**config.mk**
```make
export PLATFORM = sky130hd
export DESIGN_NAME = periodic_timer_bank_core
export DESIGN_NICKNAME = d
export VERILOG_FILES = /design/src/rtl/ptb_pkg.sv /design/src/rtl/periodic_timer_bank_core.sv /design/src/rtl/ptb_ctrl.sv /design/src/rtl/ptb_datapath.sv
export SDC_FILE = /design/constraint.sdc
export NUM_CORES = 1
export LEC_CHECK = 0
export BUFFER_PORTS_ARGS = -buffer_cell sky130_fd_sc_hd__buf_2
export CAP_MARGIN = 5
export CELL_PAD_IN_SITES_DETAIL_PLACEMENT = 0
export CELL_PAD_IN_SITES_GLOBAL_PLACEMENT = 1
export CORE_MARGIN = 4
export CORE_UTILIZATION = 50
export DETAILED_ROUTE_END_ITERATION = 10
export PLACE_DENSITY_LB_ADDON = 0.1
export SYNTH_ARGS = -nofsm -noshare
export SYNTH_HDL_FRONTEND = slang
export SYNTH_SLANG_ARGS = --single-unit
```
**constraint.sdc**
```tcl
create_clock -name i_clk -period 18.1 [get_ports i_clk]
set_input_delay 4.525 -clock i_clk [delete_from_list [all_inputs] [get_ports i_clk]]
set_output_delay 4.525 -clock i_clk [all_outputs]
set_load 0.03 [all_outputs]
```
**src/rtl/ptb_pkg.sv**
```systemverilog
package ptb_pkg;

    localparam int NUM_TIMERS = 16;
    localparam int IDX_W      = (NUM_TIMERS > 1) ? $clog2(NUM_TIMERS) : 1;
    localparam int MODE_W     = 3;
    localparam int TIDX_W     = 4;
    localparam int PERIOD_W   = 16;
    localparam int MASK_W     = 16;
    localparam int TIME_W     = 32;
    localparam int COUNT_W    = 18;
    localparam int BIG_STEP   = 10;

    localparam logic [MODE_W-1:0] MODE_TICK1  = 3'd0;
    localparam logic [MODE_W-1:0] MODE_TICK10 = 3'd1;
    localparam logic [MODE_W-1:0] MODE_ENABLE = 3'd2;
    localparam logic [MODE_W-1:0] MODE_STOP   = 3'd3;
    localparam logic [MODE_W-1:0] MODE_RESUME = 3'd4;

    typedef logic [IDX_W-1:0] t_idx;

    typedef struct packed {
        logic load;
        logic apply;
        logic scan;
        t_idx scan_idx;
    } t_dp_cmd;

    typedef struct packed {
        logic in_tick;
    } t_dp_status;

    function automatic t_idx to_idx(input logic [TIDX_W-1:0] ti);
        logic [IDX_W+TIDX_W-1:0] wide;
        wide = {{IDX_W{1'b0}}, ti};
        return wide[IDX_W-1:0];
    endfunction

endpackage

```
**src/rtl/periodic_timer_bank_core.sv**
```systemverilog
// Bank of periodic countdown timers with a shared millisecond counter. Raise
// start for one cycle with busy low to hand in an item: a 1 ms or 10 ms tick,
// or an enable, stop or resume command for one timer. Exactly one result
// follows per item, shown for a single cycle with o_valid high; the receiver
// cannot stall it, so sample it on that cycle. A command passes from start
// through the command (apply) state to the result; a tick walks the timers one
// per cycle through the single count/period register port before its result.
// busy stays high until the result cycle has passed.
module periodic_timer_bank_core
    import ptb_pkg::*;
(
    input  logic                i_clk,
    input  logic                i_rst_n,
    input  logic                start,
    output logic                busy,
    input  logic [MODE_W-1:0]   i_mode,
    input  logic [TIDX_W-1:0]   i_timer_index,
    input  logic [PERIOD_W-1:0] i_period_ms,
    output logic                o_valid,
    output logic [MASK_W-1:0]   o_fired_mask,
    output logic [MASK_W-1:0]   o_running_mask,
    output logic [TIME_W-1:0]   o_elapsed_ms
);

    t_dp_cmd    dp_cmd;
    t_dp_status dp_status;
    logic       ctrl_busy;
    logic       go;

    assign go   = start && !ctrl_busy;
    assign busy = ctrl_busy;

    ptb_ctrl u_ctrl (
        .i_clk    (i_clk),
        .i_rst_n  (i_rst_n),
        .start    (go),
        .i_status (dp_status),
        .o_cmd    (dp_cmd),
        .busy     (ctrl_busy),
        .o_valid  (o_valid)
    );

    ptb_datapath u_datapath (
        .i_clk          (i_clk),
        .i_rst_n        (i_rst_n),
        .i_cmd          (dp_cmd),
        .i_mode         (i_mode),
        .i_timer_index  (i_timer_index),
        .i_period_ms    (i_period_ms),
        .o_status       (dp_status),
        .o_fired_mask   (o_fired_mask),
        .o_running_mask (o_running_mask),
        .o_elapsed_ms   (o_elapsed_ms)
    );

endmodule

```
**src/rtl/ptb_ctrl.sv**
```systemverilog
module ptb_ctrl
    import ptb_pkg::*;
(
    input  logic       i_clk,
    input  logic       i_rst_n,
    input  logic       start,
    input  t_dp_status i_status,
    output t_dp_cmd    o_cmd,
    output logic       busy,
    output logic       o_valid
);

    localparam logic [1:0] S_IDLE = 2'd0;
    localparam logic [1:0] S_CMD  = 2'd1;
    localparam logic [1:0] S_SCAN = 2'd2;
    localparam logic [1:0] S_RESP = 2'd3;

    localparam t_idx LAST_IDX = t_idx'(NUM_TIMERS - 1);

    logic [1:0] r_state, n_state;
    t_idx       r_idx, n_idx;

    always_comb begin
        n_state = r_state;
        n_idx   = r_idx;
        o_cmd   = '0;
        unique case (r_state)
            S_IDLE: begin
                if (start) begin
                    o_cmd.load = 1'b1;
                    n_idx      = '0;
                    n_state    = i_status.in_tick ? S_SCAN : S_CMD;
                end
            end
            S_CMD: begin
                o_cmd.apply = 1'b1;
                n_state     = S_RESP;
            end
            S_SCAN: begin
                o_cmd.scan = 1'b1;
                if (r_idx == LAST_IDX) begin
                    n_state = S_RESP;
                end else begin
                    n_idx = r_idx + t_idx'(1);
                end
            end
            S_RESP: begin
                n_state = S_IDLE;
            end
            default: begin
                n_state = S_IDLE;
            end
        endcase
        o_cmd.scan_idx = r_idx;
    end

    always_ff @(posedge i_clk) begin
        if (!i_rst_n) begin
            r_state <= S_IDLE;
            r_idx   <= '0;
        end else begin
            r_state <= n_state;
            r_idx   <= n_idx;
        end
    end

    assign busy    = (r_state != S_IDLE);
    assign o_valid = (r_state == S_RESP);

endmodule

```
**src/rtl/ptb_datapath.sv**
```systemverilog
module ptb_datapath
    import ptb_pkg::*;
(
    input  logic                i_clk,
    input  logic                i_rst_n,
    input  t_dp_cmd             i_cmd,
    input  logic [MODE_W-1:0]   i_mode,
    input  logic [TIDX_W-1:0]   i_timer_index,
    input  logic [PERIOD_W-1:0] i_period_ms,
    output t_dp_status          o_status,
    output logic [MASK_W-1:0]   o_fired_mask,
    output logic [MASK_W-1:0]   o_running_mask,
    output logic [TIME_W-1:0]   o_elapsed_ms
);

    logic [MODE_W-1:0]        r_mode;
    t_idx                     r_tidx;
    logic                     r_hit;
    logic                     r_big;
    logic [PERIOD_W-1:0]      r_new_period;
    logic [TIME_W-1:0]        r_ms;
    logic [NUM_TIMERS-1:0]    r_run;
    logic [NUM_TIMERS-1:0]    r_fired;
    logic [PERIOD_W-1:0]      r_period [NUM_TIMERS];
    logic signed [COUNT_W-1:0] r_count [NUM_TIMERS];

    logic                      in_tick;
    logic signed [COUNT_W-1:0] step;
    logic signed [COUNT_W-1:0] cur_count;
    logic signed [COUNT_W-1:0] diff;
    logic signed [COUNT_W-1:0] reload;
    logic signed [COUNT_W-1:0] new_load;

    assign in_tick           = (i_mode == MODE_TICK1) || (i_mode == MODE_TICK10);
    assign o_status.in_tick  = in_tick;

    assign step      = r_big ? COUNT_W'(BIG_STEP) : COUNT_W'(1);
    assign cur_count = r_count[i_cmd.scan_idx];
    assign diff      = cur_count - step;
    assign reload    = $signed({2'b00, r_period[i_cmd.scan_idx]}) - COUNT_W'(1);
    assign new_load  = $signed({2'b00, r_new_period}) - COUNT_W'(1);

    always_ff @(posedge i_clk) begin
        if (!i_rst_n) begin
            r_ms    <= '0;
            r_run   <= '0;
            r_fired <= '0;
            r_big   <= 1'b0;
            r_mode  <= MODE_TICK1;
            r_hit   <= 1'b0;
            for (int i = 0; i < NUM_TIMERS; i++) begin
                r_period[i] <= '0;
                r_count[i]  <= '0;
            end
        end else begin
            if (i_cmd.load) begin
                r_mode       <= i_mode;
                r_tidx       <= to_idx(i_timer_index);
                r_hit        <= (32'(i_timer_index) < NUM_TIMERS);
                r_new_period <= i_period_ms;
                r_big        <= (i_mode == MODE_TICK10);
                r_fired      <= '0;
                if (in_tick) begin
                    r_ms <= r_ms + ((i_mode == MODE_TICK10) ? TIME_W'(BIG_STEP) : TIME_W'(1));
                end
            end
            if (i_cmd.apply && r_hit) begin
                unique case (r_mode)
                    MODE_ENABLE: begin
                        r_period[r_tidx] <= r_new_period;
                        r_count[r_tidx]  <= new_load;
                        r_run[r_tidx]    <= 1'b1;
                    end
                    MODE_STOP: begin
                        r_run[r_tidx] <= 1'b0;
                    end
                    MODE_RESUME: begin
                        r_run[r_tidx] <= 1'b1;
                    end
                    default: begin
                    end
                endcase
            end
            if (i_cmd.scan && r_run[i_cmd.scan_idx]) begin
                if (diff < 0) begin
                    r_fired[i_cmd.scan_idx] <= 1'b1;
                    r_count[i_cmd.scan_idx] <= reload;
                end else begin
                    r_count[i_cmd.scan_idx] <= diff;
                end
            end
        end
    end

    always_comb begin
        o_fired_mask   = '0;
        o_running_mask = '0;
        for (int i = 0; i < MASK_W; i++) begin
            if (i < NUM_TIMERS) begin
                o_fired_mask[i]   = r_fired[i];
                o_running_mask[i] = r_run[i];
            end
        end
    end

    assign o_elapsed_ms = r_ms;

endmodule
```
Word-level counts from Yosys, hierarchy flattened
Memory sizes are Yosys's and may differ from the RTL's. A register that Yosys moved wholly into a read port is not among the register bits.
Index checks and enable logic that the tools add are counted.
Word-level totals
  bits in registers: 95
  RAM bits: 544
  word-level logic and storage cells: 110
  memories kept: 2
Memories
  u_datapath.r_count: words 16, width 18, read ports 1, clocked after Yosys merged registers in 1, write ports 16, RTL line ptb_datapath.sv:25  | logic signed [COUNT_W-1:0] r_count [NUM_TIMERS];
  u_datapath.r_period: words 16, width 16, read ports 1, clocked after Yosys merged registers in 1, write ports 16, RTL line ptb_datapath.sv:24  | logic [PERIOD_W-1:0] r_period [NUM_TIMERS];
Cells by class
  add/subtract/negate cells: 5
  order comparisons: 5
  equality and inequality tests: 11
  mux-type cells: 51
  bitwise gates (word level): 5
  reductions and logical operators: 21
Operators by type and width (count)
  $mux W16: 5
  $mux W18: 3
  $mux W4: 11
  $reduce_or A18 Y1: 2
  $sub A16 B1 Y17 const B: 2
  $add A32 B32 Y32: 1
  $or A16 B16 Y16: 2
  $pmux W16 S2: 1
  $mux W1: 23
  $lt A18 B1 Y1 const B: 1
  $sub A18 B5 Y18: 1
  $and A16 B16 Y16: 1
  $not A16 Y16: 1
  $reduce_or A16 Y1: 1
  $lt A4 B5 Y1 const B: 2
  $demux W1 S4: 2
  $ge A4 B1 Y1 const B: 2
  $pmux W2 S4: 1
  $pmux W4 S2: 1
  $reduce_and A2 Y1: 4
  $eq A3 B2 Y1 const B: 2
  $mux W2: 3
  $reduce_bool A2 Y1: 3
  $logic_and A1 B1 Y1: 5
  16 further kinds: 18

Logic depth before layout (Yosys ltp)
Gate-level depths: netlist of run 1.
  depth after elaboration: 10
  gate-level depth with buffers: 23
  gate-level depth less buffers: 14

Hierarchy
From an unflattened synthesis of run 1, not the netlist that was laid out.
Unflattened totals
  cell total of the unflattened synthesis: 2521
  area, all modules: 32637.6 µm²
Modules (own cells, without submodules)
  ptb_datapath: instances 1, cells an instance 2471, area an instance 32172.1 µm²
  ptb_ctrl: instances 1, cells an instance 49, area an instance 451.7 µm²
  periodic_timer_bank_core: instances 1, cells an instance 1, area an instance 13.8 µm²

Worst setup path after synthesis of run 1
Ideal clock, no wire load.
  path type: input to register
  start point: input port i_rst_n
  end point: memory u_datapath.r_period[12][0] (enable)
  data arrival time: 6.705 ns
  setup slack: 10.984 ns
  cell stages on the path: 5
  path buffers: 1
  cells stage by stage: inv_1 > nor4_1 > nand3_1 > clkbuf_1 > o21ai_0
RTL lines
  start, declared: RTL line periodic_timer_bank_core.sv:13  | input logic i_rst_n,
  end, declared: RTL line ptb_datapath.sv:24

==> results.sh, run 1 <==
export IMPL_tightest_slew_ns=1.15
export IMPL_clock_path_buffers=3
export IMPL_yosys_area_top_type_share_pct=57.3
export IMPL_total_power_mw=3.51
export IMPL_rows=88
export IMPL_ys_types=76
export IMPL_drive_gt1_share_pct=19.9
export IMPL_hold_viol=0
export IMPL_fin_ws_ns=9.57
export IMPL_cts_tree="done"
export IMPL_required_ns=18.31
export IMPL_cp_arrival_ns=8.74
export IMPL_fp_dieArea_sq_mm=0.0631
export IMPL_ir_drop_mv=0.0821
export IMPL_port_buffers=91
export IMPL_first_iter_violations=2083
export IMPL_core_sq_mm=0.0581
export IMPL_grt_start_max_net_pins=57
export IMPL_cts_setup_buffers=0
export IMPL_synthToLayoutAreaGrowth_pct=11.3
export IMPL_cts_made_buffers=69
export IMPL_tns_ns=0
export IMPL_end_kind="flop"
export IMPL_grt_pass1_vias=18136
export IMPL_cts_resized=0
export IMPL_synth_cells=2174
export IMPL_synth_edf_count=564
export IMPL_netlist_top_cells_count="edfxtp_1 (564), nor2_1 (380), and2_1 (236)"
export IMPL_synth_area_sq_mm=0.0296
export IMPL_cts_htree_levels=3
export IMPL_overflow=0
export IMPL_ys_top_cells_by_area="edfxtp_1 (57%), mux4_2 (11%), dfxtp_1 (5.4%)"
export IMPL_start_util_pct=50.8
export IMPL_post_synth_top_count_cell="edfxtp_1"
export IMPL_synth_fp_nets=2219
export IMPL_post_route_min_period_ns=8.53
export IMPL_die_h_um=251
export IMPL_status="finished, final reports clean"
export IMPL_hold_buffers=0
export IMPL_grt_pass1_wl_um=121000
export IMPL_cts_sinks=643
export IMPL_whs_ns=0.467
export IMPL_yosysTopAreaCell="edfxtp_1"
export IMPL_drtPass1Iterations=5
export IMPL_grt_usage_pct=26.1
export IMPL_max_stage_delay_ns=0.90
export IMPL_power_density_mw_per_mm2=107
export IMPL_yosysSeqAreaShare_pct=62.7
export IMPL_cp_buffers_inverters=4
export IMPL_clk_latency_ns=0.61
export IMPL_fillerInstances=4727
export IMPL_synth_flop_cell="edfxtp_1"
export IMPL_clk_pin_slew_ns=0.06
export IMPL_nNetsFinal=2266
export IMPL_wl_um=83300
export IMPL_dp_slack_ns=9.01
export IMPL_fmax_mhz=117
export IMPL_antenna_found_initial=3
export IMPL_cp_cell_sequence="buf_2, buf_4, inv_1, buf_4, or4_1, o31ai_1, nand2_1, nand2_1"
export IMPL_final_period_utilization_pct=47.1
export IMPL_gp_congestion=0.920
export IMPL_start_kind="input port"
export IMPL_slew_violations=0
export IMPL_place_area_sq_mm=0.0307
export IMPL_maxCapViolations=0
export IMPL_via_per_inst=6.16
export IMPL_fin_cells=3032
export IMPL_via_count=18685
export IMPL_rsz0062_at_grt="false"
export IMPL_dpl_hpwl_um=54900
export IMPL_final_setup_viol_count=0
export IMPL_hold_path_class="flop to flop"
export IMPL_io_pins=92
export IMPL_finalInstanceArea_sq_mm=0.0329
export IMPL_synthArstFlopShare_pct=0
export IMPL_critPathMaxFanout=56
export IMPL_ys_warnings_count=0
export IMPL_die_x_um=251
export IMPL_synth_seq_cells=643
export IMPL_finalClockSkew_ns=0.0327
export IMPL_wl_per_cell_um=27.5
export IMPL_avgSynthCellArea_sq_um=13.6
export IMPL_drc=0
export IMPL_crit_type="input port to flop"
export IMPL_p_leak_nw=11.5
export IMPL_critPathTopFamily="simple AND/OR/NAND/NOR gates"
export IMPL_dp_cells=2915
export IMPL_clockRootBuffer="clkbuf_16"
export IMPL_n_antenna_cell=0
export IMPL_worst_path_max_delay_cell="o31ai_1"
export IMPL_maxSlewHeadroom_pct=23.1
export IMPL_antenna_left=0
export IMPL_finish_utilization_pct=56.6
-- per-layer routing --
metal  wire (um)  track usage [%]  vias to the layer above
met5           0                0                        -
met4        2280             7.29                        0
met1       35700             39.0                     9633
met3        7510             5.97                      112
li1            -                -                     8126
met2       37800             39.1                      814
-- path summary, 6_finish.rpt --
kind                         startpoint                         end  slack (ns)  cells after the start
max                             i_rst_n  u_datapath.r_count[10][17]        9.57                      8
max reg2reg                        flop    u_datapath.r_count[5][9]       11.35                     13
min          u_datapath.o_fired_mask[0]  u_datapath.o_fired_mask[0]        0.47                      1
min reg2reg  u_datapath.o_fired_mask[0]  u_datapath.o_fired_mask[0]        0.47                      1
-- sequential cells by signal, indices dropped and copies added, names as in the netlist, named ones only --
signal,flops
u_datapath.o_elapsed_ms,32
u_datapath.r_period,256
u_datapath.r_big,1
u_datapath.o_fired_mask,16
u_datapath.r_tidx,4
u_ctrl.r_state,2
u_datapath.r_hit,1
u_ctrl.r_idx,4
u_datapath.r_new_period,16
u_datapath.r_mode,3
u_datapath.r_count,288
-- where the power goes --
part	switching [mW]	total (mW)	internal (mW)
sequential	0.0360	1.70	1.66
combinational	0.286	0.435	0.149
clock	0.575	1.37	0.799
total	0.897	3.51	2.61
-- kinds of logic (layout without fill, tap and decap cells) --
| family | count (synthesis) | after routing | synth area share (%) |
|---|---|---|---|
| mux | 185 | 185 | 12.4 |
| buf+inv | 190 | 283 | 2.90 |
| xor+xnor | 66 | 66 | 1.96 |
| compound gates | 161 | 161 | 4.18 |
| fa+ha+maj | 19 | 19 | 0.855 |
| simple gates | 910 | 910 | 15.0 |
| flops | 643 | 643 | 62.7 |
-- layout make-up --
class / count / area, sq um / area share (%)
sequential: 643 / 18500 / 56.4
multi-input combinational: 1341 / 10300 / 31.3
clock buffer: 86 / 1890 / 5.76
tap: 765 / 957 / 2.91
timing repair buffer: 141 / 831 / 2.53
clock inverter: 31 / 282 / 0.856
inverter: 25 / 93.8 / 0.285
-- cell usage in the layout (no fill, tap or decap), types with 50 or more instances in the layout --
master and n:
buf_4 50, buf_2 91, nor2_1 378, clkbuf_16 71
nor3_1 69, nand2_1 96, and2_1 236, dfxtp_1 76
mux4_2 145, edfxtp_1 564
Power figures use the tool's default switching activity.
==> inputs of run 2 (changes only) <==
==> constraint.sdc (replaced) <==
create_clock -name i_clk -period 8.25 [get_ports i_clk]
set_input_delay 2.0625 -clock i_clk [delete_from_list [all_inputs] [get_ports i_clk]]
set_output_delay 2.0625 -clock i_clk [all_outputs]
set_load 0.03 [all_outputs]
==> results.sh, run 2 (synthesis results as in run 1) <==
export IMPL_gp_congestion=0.864
export IMPL_tns_ns=0
export IMPL_p_clk_share_pct=38.7
export IMPL_rows=88
export IMPL_overflow=0
export IMPL_antenna_left=0
export IMPL_via_per_inst=6.09
export IMPL_required_ns=8.56
export IMPL_die_x_um=251
export IMPL_cts_htree_levels=3
export IMPL_drive_gt1_share_pct=19.4
export IMPL_switching_power_mw=1.94
export IMPL_fillerInstances=4710
export IMPL_clockRootBuffer="clkbuf_16"
export IMPL_crit_type="flop to flop"
export IMPL_rsz0062_at_grt="false"
export IMPL_drtPass1Iterations=5
export IMPL_n_antenna_cell=0
export IMPL_intPower_mw=5.60
export IMPL_final_period_utilization_pct=76.3
export IMPL_grt_pass1_vias=18511
export IMPL_fp_dieArea_sq_mm=0.0631
export IMPL_p_sw_share_pct=25.7
export IMPL_crit_path_end="u_datapath.r_count[11][9]"
export IMPL_clk_pin_slew_ns=0.06
export IMPL_dpl_hpwl_um=52600
export IMPL_cts_resized=0
export IMPL_port_buffers=91
export IMPL_status="finished, final reports clean"
export IMPL_wl_per_cell_um=26.6
export IMPL_hold_path_class="flop to flop"
export IMPL_core_sq_mm=0.0581
export IMPL_combPwrFrac_pct=11.5
export IMPL_largest_reg_flops=288
export IMPL_final_common_cell="edfxtp_1"
export IMPL_cts_setup_buffers=0
export IMPL_cts_made_buffers=70
export IMPL_start_kind="flop"
export IMPL_nNetsFinal=2267
export IMPL_p_seq_share_pct=49.8
export IMPL_drc=0
export IMPL_grt_usage_pct=25.6
export IMPL_first_iter_violations=1853
export IMPL_final_setup_viol_count=0
export IMPL_grt_start_max_net_pins=61
export IMPL_r2r_cells=11
export IMPL_finish_utilization_pct=56.4
export IMPL_cts_sinks=643
export IMPL_io_pins=92
export IMPL_grt_pass1_wl_um=121000
export IMPL_tightest_slew_ns=1.36
export IMPL_via_count=18499
export IMPL_wl_um=80900
export IMPL_clk_latency_ns=0.62
export IMPL_antenna_found_initial=5
export IMPL_synthToLayoutAreaGrowth_pct=10.9
export IMPL_layout_common_cells="edfxtp_1 (564), nor2_1 (378), and2_1 (236)"
export IMPL_slew_violations=0
export IMPL_maxSlewHeadroom_pct=9.05
export IMPL_start_util_pct=50.8
export IMPL_clock_path_buffers=3
export IMPL_maxCapViolations=0
export IMPL_cts_tree="done"
export IMPL_critPathMaxFanout=44
export IMPL_cp_arrival_ns=6.61
export IMPL_ir_drop_mv=0.155
export IMPL_die_h_um=251
export IMPL_finalClockSkew_ns=0.0226
export IMPL_r2r_end="u_datapath.r_count[11][9]"
export IMPL_reg2reg_slack_ns=1.95
export IMPL_hold_viol=0
export IMPL_regMostFlops="u_datapath.r_count"
export IMPL_power_density_mw_per_mm2=230
export IMPL_p_leak_nw=11.5
export IMPL_post_route_min_period_ns=6.30
export IMPL_hold_buffers=0
export IMPL_fmax_mhz=159
export IMPL_end_kind="flop"
==> run 2: how the worst min path moves through the flow <==
stage | start | to | slack (ns) | cells past startpoint
4_1_cts | u_datapath.o_fired_mask[2] | u_datapath.o_fired_mask[2] | 0.48 | 1
3_5_place_dp | u_datapath.o_fired_mask[2] | u_datapath.o_fired_mask[2] | 0.46 | 1
5_1_grt | u_datapath.o_fired_mask[10] | u_datapath.o_fired_mask[10] | 0.49 | 1
2_1_floorplan | u_datapath.r_hit | u_datapath.r_hit | 0.44 | 2
6_report | u_datapath.o_fired_mask[6] | u_datapath.o_fired_mask[6] | 0.47 | 1
3_3_place_gp | u_datapath.o_fired_mask[2] | u_datapath.o_fired_mask[2] | 0.45 | 1
==> run 2: cell type report <==
class                   instances  area [sq um]  share of cell area, %
clock buffers                  88          1890                   5.77
clock inverters                35           215                  0.656
inverters                      25          93.8                  0.286
multi-input cells            1341         10300                   31.3
flip-flops and latches        643         18500                   56.5
well taps                     765           957                   2.92
repair buffers                141           831                   2.53
==> run 2: worst max-delay path, cell delays in order (launching register included) <==
cell and delay [ns]:
dfxtp_4 0.84, buf_4 0.79, mux4_2 0.60, a22oi_1 0.36, nand2_1 0.23, or4b_1 0.59
or4_4 0.46, or3_1 0.51, a21oi_2 0.87, mux2i_1 0.28, buf_4 0.31, nor2_1 0.07
==> run 2: power by group through the flow <==
stage / clock network [mW] / registers [mW] / logic [mW]
3_5_place_dp: 0 / 3.82 / 0.863
3_3_place_gp: 0 / 3.81 / 0.859
5_1_grt: 3.11 / 3.76 / 0.928
6_report: 2.92 / 3.75 / 0.866
2_1_floorplan: 0 / 3.75 / 0.645
4_1_cts: 2.96 / 3.75 / 0.866
==> run 2: layer usage <==
| layer | vias to the layer above | global-route usage (%) | wire length, um |
|---|---|---|---|
| li1 | 8122 | - | - |
| met4 | 0 | 5.18 | 952 |
| met2 | 768 | 39.8 | 37900 |
| met5 | - | 0 | 0 |
| met3 | 72 | 4.86 | 6700 |
| met1 | 9537 | 38.3 | 35400 |
==> run 2: through the flow <==
| stage | hold slack, ns | instances | setup slack (ns) | total power [mW] | cell area [sq um] |
|---|---|---|---|---|---|
| after global placement | 0.453 | 2915 | 1.77 | 4.67 | 30700 |
| final | 0.472 | 3038 | 1.95 | 7.53 | 32800 |
| after global routing | 0.493 | 3038 | 1.38 | 7.80 | 32800 |
| after CTS | 0.477 | 3038 | 1.90 | 7.57 | 32800 |
| after floorplan | 0.440 | 2174 | 2.04 | 4.39 | 29600 |
| after detailed placement | 0.461 | 2915 | 1.71 | 4.68 | 30700 |
==> inputs of run 3 (changes only) <==
==> constraint.sdc (replaced) <==
create_clock -name i_clk -period 6.19 [get_ports i_clk]
set_input_delay 1.5475 -clock i_clk [delete_from_list [all_inputs] [get_ports i_clk]]
set_output_delay 1.5475 -clock i_clk [all_outputs]
set_load 0.03 [all_outputs]
==> results.sh, run 3 (synthesis results as in run 1) <==
export IMPL_die_x_um=251
export IMPL_p_seq_share_pct=48.6
export IMPL_switching_power_mw=2.53
export IMPL_cts_resized=0
export IMPL_grt_start_max_net_pins=65
export IMPL_core_sq_mm=0.0581
export IMPL_wl_um=83100
export IMPL_p_leak_nw=11.8
export IMPL_grt_pass1_vias=18847
export IMPL_largest_reg_flops=288
export IMPL_regMostFlops="u_datapath.r_count"
export IMPL_tns_ns=0
export IMPL_final_common_cell="edfxtp_1"
export IMPL_p_clk_share_pct=40.1
export IMPL_routed_wl_met2_um=39500
export IMPL_cts_sinks=643
export IMPL_drt_met1_wl_um=35000
export IMPL_slew_violations=0
export IMPL_hold_path_class="flop to flop"
export IMPL_maxSlewHeadroom_pct=15.6
export IMPL_drtPass1Iterations=5
export IMPL_clock_path_buffers=3
export IMPL_synthToLayoutAreaGrowth_pct=12.5
export IMPL_grt_pass1_wl_um=124000
export IMPL_dpl_hpwl_um=51000
export IMPL_die_h_um=251
export IMPL_cp_arrival_ns=5.51
export IMPL_maxCapViolations=0
export IMPL_via_per_inst=6.11
export IMPL_cts_made_buffers=70
export IMPL_start_util_pct=50.8
export IMPL_tightest_slew_ns=1.26
export IMPL_via_count=18844
export IMPL_antenna_found_initial=3
export IMPL_crit_type="flop to flop"
export IMPL_p_sw_share_pct=24.7
export IMPL_power_density_mw_per_mm2=308
export IMPL_port_buffers=91
export IMPL_clk_pin_slew_ns=0.06
export IMPL_first_iter_violations=2009
export IMPL_wl_per_cell_um=26.9
export IMPL_ir_drop_mv=0.266
export IMPL_start_kind="flop"
export IMPL_critPathMaxFanout=36
export IMPL_combPwrFrac_pct=11.4
export IMPL_routed_top_layer="met5"
export IMPL_hold_buffers=0
export IMPL_drive_gt1_share_pct=21.2
export IMPL_finalClockSkew_ns=0.0214
export IMPL_finalInstanceArea_sq_mm=0.0332
export IMPL_drc=0
export IMPL_fmax_mhz=193
export IMPL_overflow=0
export IMPL_fillerInstances=4676
export IMPL_place_area_sq_mm=0.0310
export IMPL_antenna_left=0
export IMPL_final_period_utilization_pct=83.9
export IMPL_required_ns=6.51
export IMPL_end_kind="flop"
export IMPL_cts_htree_levels=3
export IMPL_final_setup_viol_count=0
export IMPL_cts_tree="done"
export IMPL_hold_viol=0
export IMPL_gp_congestion=0.852
export IMPL_status="finished, final reports clean"
export IMPL_rsz0062_at_grt="false"
export IMPL_fp_dieArea_sq_mm=0.0631
export IMPL_nNetsFinal=2313
export IMPL_grt_usage_pct=26.5
export IMPL_intPower_mw=7.71
export IMPL_clockRootBuffer="clkbuf_16"
export IMPL_layout_common_cells="edfxtp_1 (564), nor2_1 (379), and2_1 (236)"
export IMPL_rows=88
export IMPL_post_route_min_period_ns=5.19
export IMPL_cts_setup_buffers=0
export IMPL_route_met3_wl_um=7020
export IMPL_io_pins=92
export IMPL_clk_latency_ns=0.61
run 3: cell count changes in the layout (fill, tap and decap cells not counted), moves of 3 or more:
cell,previous run,this run
buf_4,50,95
clkinv_1,20,12
bufinv_16,0,5
clkbuf_1,12,15
clkbuf_16,71,74
clkbuf_8,5,2
clkinv_2,9,12
run 3: worst paths after layout:
path	from	endpoint	slack (ns)	cells after the start
worst min register to register	u_datapath.o_fired_mask[12]	u_datapath.o_fired_mask[12]	0.47	1
worst max register to register	flop	u_datapath.r_count[3][9]	1.0	13
worst min-delay path	u_datapath.o_fired_mask[12]	u_datapath.o_fired_mask[12]	0.47	1
worst max-delay path	flop	u_datapath.r_count[3][9]	1.0	13
run 3: cell type report:
cell class	instances	area, sq um	area share (%)
Clock buffer	91	1940	5.82
Multi-Input combinational cell	1341	10200	30.8
Sequential cell	643	18500	55.7
Tap cell	765	957	2.88
Antenna cell	1	2.50	0.00753
Clock inverter	32	297	0.892
Timing Repair Buffer	187	1190	3.58
Inverter	25	93.8	0.282
run 3: power by group through the flow:
stage               clock network, mW  logic [mW]  registers (mW)
finish                           4.11        1.17            4.98
detailed placement                  0        1.17            5.07
global route                     4.35        1.26            4.99
global placement                    0        1.16            5.06
CTS                              4.16        1.17            4.98
floorplan                           0       0.860            5.00
run 3: per-stage QoR:
stage | cells | worst slack [ns] | hold WS [ns] | utilization [%] | power [mW]
after floorplan | 2174 | 0.252 | 0.440 | - | 5.86
after CTS | 3084 | 1.08 | 0.473 | 57.2 | 10.3
final | 3085 | 0.999 | 0.468 | 57.2 | 10.2
after global placement | 2961 | 1.09 | 0.456 | 53.3 | 6.21
after global routing | 3084 | 0.782 | 0.487 | 57.2 | 10.6
after detailed placement | 2961 | 1.09 | 0.457 | 53.3 | 6.23
run 3: critical path, cell delays in order (launching register included):
cell      delay (ns)
dfxtp_4         0.75
mux4_2          0.41
mux4_2          0.51
ha_1            0.29
a21o_1          0.21
a21oi_1         0.17
nand4b_1        0.35
or4_4           0.66
or3_1           0.52
a21oi_2         0.20
buf_4           0.28
mux2i_1         0.23
buf_4           0.24
nor2_1          0.06
run 3: per-layer routing:
metal | track usage (%) | vias up
li1 | - | 8230
met1 | 38.8 | 9648
met2 | 42.3 | 844
met3 | 4.51 | 120
met4 | 5.82 | 2
met5 | 0 | -
